`src/rtl/core/rci_pkg.sv`:
```
`timescale 1ns / 1ps
// ----------------------------------------------------------------------------
// rci_pkg
// Shared types, register codes and Q16.16 helpers for the ray/cylinder test.
// ----------------------------------------------------------------------------
package rci_pkg;

    localparam int QUEUE_DEPTH_DEF = 4;
    localparam int SQ_STEPS        = 24;
    localparam int DIV_STEPS       = 50;

    typedef enum logic [2:0] {
        REG_POS_X  = 3'd0,
        REG_POS_Y  = 3'd1,
        REG_POS_Z  = 3'd2,
        REG_AXIS_X = 3'd3,
        REG_AXIS_Y = 3'd4,
        REG_AXIS_Z = 3'd5,
        REG_RADIUS = 3'd6,
        REG_ENABLE = 3'd7
    } cfg_reg_t;

    typedef struct packed {
        logic signed [31:0] pos_x;
        logic signed [31:0] pos_y;
        logic signed [31:0] pos_z;
        logic signed [17:0] ax;
        logic signed [17:0] ay;
        logic signed [17:0] az;
        logic        [30:0] radius;
        logic               enable;
    } cfg_t;

    typedef struct packed {
        logic               miss;
        logic        [30:0] best;
        logic signed [31:0] a;
        logic signed [31:0] b;
        logic signed [31:0] disc;
    } q_item_t;

    // Q16.16 product rescale, round to nearest, ties away from zero
    function automatic logic signed [47:0] rq(input logic signed [63:0] p);
        logic [63:0] mag;
        logic [47:0] q;
        mag = p[63] ? 64'(-p) : 64'(p);
        q   = 48'((mag + 64'd32768) >> 16);
        rq  = p[63] ? -$signed(q) : $signed(q);
    endfunction

    function automatic logic signed [31:0] sat32(input logic signed [63:0] v);
        if (v > 64'sd2147483647)
            sat32 = 32'sh7fffffff;
        else if (v < -64'sd2147483648)
            sat32 = 32'sh80000000;
        else
            sat32 = v[31:0];
    endfunction

endpackage

```
`src/rtl/core/rci_queue.sv`:
```
`timescale 1ns / 1ps
// ----------------------------------------------------------------------------
// rci_queue
// Short register queue between front and back.
// ----------------------------------------------------------------------------
module rci_queue #(
    parameter int DEPTH = rci_pkg::QUEUE_DEPTH_DEF
) (
    input  logic              clk,
    input  logic              rst_n,
    input  logic              push,
    input  rci_pkg::q_item_t  push_item,
    output logic              full,
    input  logic              pop,
    output logic              not_empty,
    output rci_pkg::q_item_t  head
);
    import rci_pkg::*;

    localparam int PW = (DEPTH > 1) ? $clog2(DEPTH) : 1;
    localparam int CW = $clog2(DEPTH + 1);

    q_item_t         mem_reg [DEPTH];
    logic [PW-1:0]   wr_ptr_reg, rd_ptr_reg;
    logic [CW-1:0]   cnt_reg;

    assign full      = (cnt_reg == CW'(DEPTH));
    assign not_empty = (cnt_reg != '0);
    assign head      = mem_reg[rd_ptr_reg];

    always_ff @(posedge clk or negedge rst_n)
    begin
        if (!rst_n)
        begin
            wr_ptr_reg <= '0;
            rd_ptr_reg <= '0;
            cnt_reg    <= '0;
        end
        else
        begin
            if (push)
                wr_ptr_reg <= (wr_ptr_reg == PW'(DEPTH - 1)) ? '0 : wr_ptr_reg + 1'b1;
            if (pop)
                rd_ptr_reg <= (rd_ptr_reg == PW'(DEPTH - 1)) ? '0 : rd_ptr_reg + 1'b1;
            if (push && !pop)
                cnt_reg <= cnt_reg + 1'b1;
            else if (pop && !push)
                cnt_reg <= cnt_reg - 1'b1;
        end
    end

    always_ff @(posedge clk)
    begin
        if (push)
            mem_reg[wr_ptr_reg] <= push_item;
    end

    a_no_overflow: assert property (@(posedge clk) disable iff (!rst_n)
        !(push && full && !pop)) else $error("queue overflow");
    a_no_underflow: assert property (@(posedge clk) disable iff (!rst_n)
        !(pop && !not_empty)) else $error("queue underflow");

endmodule

```
`config.mk`:
```
export PLATFORM = sky130hd
export DESIGN_NAME = rci_queue
export DESIGN_NICKNAME = d
export VERILOG_FILES = /design/src/rtl/core/rci_pkg.sv /design/src/rtl/core/rci_queue.sv
export SDC_FILE = /design/constraint.sdc
export NUM_CORES = 1
export LEC_CHECK = 0
export BUFFER_PORTS_ARGS = -buffer_cell sky130_fd_sc_hd__buf_2
export CAP_MARGIN = 20
export CORE_MARGIN = 1.5
export CORE_UTILIZATION = 50
export CTS_CLUSTER_SIZE = 12
export DETAILED_ROUTE_END_ITERATION = 16
export GPL_ROUTABILITY_DRIVEN = 1
export GPL_TIMING_DRIVEN = 0
export HOLD_SLACK_MARGIN = 0.08
export MAX_ROUTING_LAYER = met4
export PLACE_DENSITY = 0.74
export SLEW_MARGIN = 5
export SYNTH_ARGS = -nofsm -noshare
export SYNTH_HDL_FRONTEND = slang
export SYNTH_SLANG_ARGS = --single-unit
```
`constraint.sdc`:
```
create_clock -name clk -period 3.7 [get_ports clk]
set_input_delay 0.555 -clock clk [delete_from_list [all_inputs] [get_ports clk]]
set_output_delay 0.555 -clock clk [all_outputs]
set_load 0.01 [all_outputs]
```
# After elaboration in Yosys (flattened, before gate mapping)
# Memories as Yosys holds them, arrays and structs flattened.
# Index checks and enable logic that the tools add are counted.
# word_totals
latchBits	0
out_inout_bits	130
mem_bits_ro	0
reg_bits	7
elab_cells	23
n_memories	1
mem_bits_rw	512
# memory_table
name	words	width	read_ports	rd_clocked_by_memory_dff	wr	line	text
mem_reg	4	128	1	0	1	rci_queue.sv:23	q_item_t mem_reg [DEPTH];
# classes
addsub	4
muxes	6
reduce_logical	6
n_eq_ne	3
n_mul	0
n_bitwise	0
n_shift	0
order_cmp	0
div_mod_pow	0
# ops
operator	n
3-bit 2-to-1 mux	2
2-bit by 1-bit adder with 2-bit output (second input constant)	2
2-bit equality test (second input constant)	2
2-bit 2-to-1 mux	2
3-bit by 1-bit adder with 3-bit output (second input constant)	1
3-bit equality test (second input constant)	1
3-bit nonzero test	1
3-bit by 1-bit subtractor with 3-bit output (second input constant)	1
1-bit logical AND	2
1-bit zero test	2
1-bit 2-to-1 mux	2
2-bit nonzero test	1

# Depth between registers and ports, before layout
# depth
word_depth	4
depth_mapped	7
ltp_nobuf	7

# Worst setup path before layout
# Ideal clock, no wire load.
# synth_timing
kind	register to register
startpoint	register wr_ptr_reg[0]
endpoint	memory mem_reg[0][0] (netlist name) (enable)
slack_ns	-0.363
stages_incl_launch_ff	4
t_arrival_ns	3.561
t_required_ns	3.198
path_cell_list	dfrtp_1 > inv_1 > ha_1 > and2_1
# synth_rtl
element	line	text
start, declared	rci_queue.sv:24	logic [PW-1:0] wr_ptr_reg, rd_ptr_reg;
start signal, assigned	rci_queue.sv:42	wr_ptr_reg <= (wr_ptr_reg == PW'(DEPTH - 1)) ? '0 : wr_ptr_reg + 1'b1;
end, declared	rci_queue.sv:23	
# Straight into the memory's write port.

==> metrics.txt <==
status finished, final reports clean; H-tree depth 2; final hold slack 0.184 ns; pin count of the biggest net entering global routing 53; Routed WL per cell between 20 and 25 um; max reg flops 512; Mean Syn Cell Area 26.8 sq um; Leak a little under 8 nW; Die X 197 um; Crit. Startpoint rd_ptr_reg[1]; M1 GR Usage 24.6%; synthesized instance count 706; clock slew at reported path FFs 0.06 ns; Peak VDD IR 537 uV; placed cells 1,486; GRT Total Usage about a fifth; global route hottest layer met2; starting density of the core 50.5%; Die Ht 197 um; Syn Std Cell Area between 15,000 and 20,000 sq um; Skew-Pair Late Insertion Delay 0.58 ns; final hold vios 0; DRC violations left 0; hpwl dp between 20 and 25 mm; RSZ-0062 raised after global routing no; Final #Nets between 1,000 and 1,500; IO Port Bufs approximately 260; Final Wtd Congestion around 0.70; Worst Tran Pin Value 0.930 ns; Fmax 0.308 GHz; final setup vio count 0; total negative slack 0 ns; Rows 71; Vias roughly 8,400; Register-to-Register Path Depth 5; clock share of power 26.7%; clock root buffer clkbuf_16; Gate power share about 29%; P_sw roughly 4.9 mW; Design Area, Final 22,600 sq um; Crit path arrival time 2.69 ns; die area 38,900 sq um; Tcrit/Tclk final between 80% and 90%; fin crit period between 3 and 4 ns; met3 usage under 10%; Area Growth Syn to Fin 19.6%; layout cells sized above 1 46.5%; crit start category flop; worst hold stages 1; final core utilization approximately 60%; CP Capture Type primary output; Reg power frac 44.0%; Max Cap Viol 0; Worst Skew 0.0180 ns; number of detailed-route iterations in the first pass 4; Ys Warns 0; Synth cell types 21; internal power 12.6 mW; Sw Ratio 28.2%; IO Count 262; HP Start push_item[127]; Finished Layout Cells 1,575; met2 Use GR 28.6%; dpl cell area 21,100 sq um; min-delay worst type input port to flop; vias in the first global route about 9,000; Place WS approximately 0.97 ns; post-synth net total 845; Num CTS Buffers 52; Max Buffers Root-to-Sink 3; Cell Pwr Density 777 nW/um^2; Final Total Pwr 17.6 mW; GRT overflow 0; Starting DRT DRC Count approximately 410; Final Max Slew Viols 0; average vias per placed instance 5.36; Core Area 37,400 sq um; critical path fanouts, max 10; fin worst setup slack 0.452 ns; post-synthesis sequential area ratio around 82%; CTS resizes 0; ANT nets after route 0; first-pass GRT wire length 52.3 mm; DRT Wirelength 35.1 mm; CTS tree done; worst endpoint required time 3.14 ns; initial antenna violation count 5; flops & latches, synth 519; clock sink count 519; Worst slew margin 38.0%; r2r startpoint wr_ptr_reg[1]; crit path kind flop to primary output
-- cells in the mapped netlist, drive strengths merged --
cell type,count,area [sq um]
mux4,128,2880
inv,4,15.0
mux2,3,33.8
ha,6,75.1
buf,27,208
dfrtp,7,175
nor3b,1,7.51
xor2,2,17.5
edfxtp,512,15400
nor2,3,11.3
fa,1,20.0
or3,1,6.26
o21ai,2,10.0
clkbuf,2,8.75
and2,4,25.0
nand2,2,7.51
xnor2,1,8.76
-- cell type report --
class / count / area (sq um)
antenna: 5 / 12.5
clock inverter: 12 / 60.1
buffer: 29 / 216
fill: 2627 / 14800
inverter: 4 / 15.0
clock buffer: 71 / 1450
multi-input combinational: 154 / 3120
sequential: 519 / 15500
timing repair buffer: 270 / 1530
tap: 511 / 639
-- critical path, cell delays in order (launching register included) --
cell and delay (ns):
dfrtp_1 0.37, clkbuf_1 0.71, buf_2 0.48, mux4_2 0.36, buf_2 0.18
-- placed cells by master (no fill, tap or decap), types with 2 or more instances in the layout --
cell and n:
edfxtp_1 512, buf_2 274, mux4_2 128, clkbuf_16 54, clkbuf_1 15, buf_6 11, clkinv_1 8, dfrtp_1 7
buf_16 7, ha_1 6, diode_2 5, inv_1 4, and2_4 4, mux2_2 3, nor2_1 3, clkbuf_8 3
buf_4 2, nand2_1 2, o21ai_0 2, xor2_1 2, inv_6 2
-- per-layer routing --
layer | routed length (um) | vias up
met5 | 0 | -
met4 | 952 | 0
met3 | 2870 | 66
met2 | 16700 | 268
met1 | 14600 | 4397
li1 | - | 3714
-- power by group through the flow --
stage               logic [mW]  clock network, mW  registers [mW]
floorplan                 3.28                  0            7.83
global placement          5.12                  0            7.92
detailed placement        5.26                  0            7.85
CTS                       5.29               4.82            7.74
global route              5.56               5.02            7.80
finish                    5.14               4.69            7.73
-- worst paths after layout --
kind                                         to  slack [ns]
worst min-delay path            mem_reg[1][127]        0.18
worst min register to register       cnt_reg[2]        0.49
worst max-delay path                   head[73]        0.45
max in group asynchronous         wr_ptr_reg[1]        3.20
min in group asynchronous         rd_ptr_reg[1]        0.34
worst max register to register   mem_reg[1][32]        1.51
-- cell families after synthesis --
group	count (synthesis)	share of synthesized area [%]
flip-flops	519	82.3
multiplexers	131	15.4
AO/OA/AOI/OAI	2	0.0530
AND/OR/NAND/NOR	11	0.305
XOR/XNOR	3	0.139
adder cells (fa/ha/maj)	7	0.503
buffers and inverters	33	1.23
-- what timing repair did --
| action | in CTS | in global routing |
|---|---|---|
| endpoints found under the hold margin | 7 | 0 |
| buffers inserted | 0 | 0 |
| setup endpoints to repair | 0 | 0 |
| hold buffers | 1 | 0 |
Note: power is estimated with default switching activity, not from simulation.
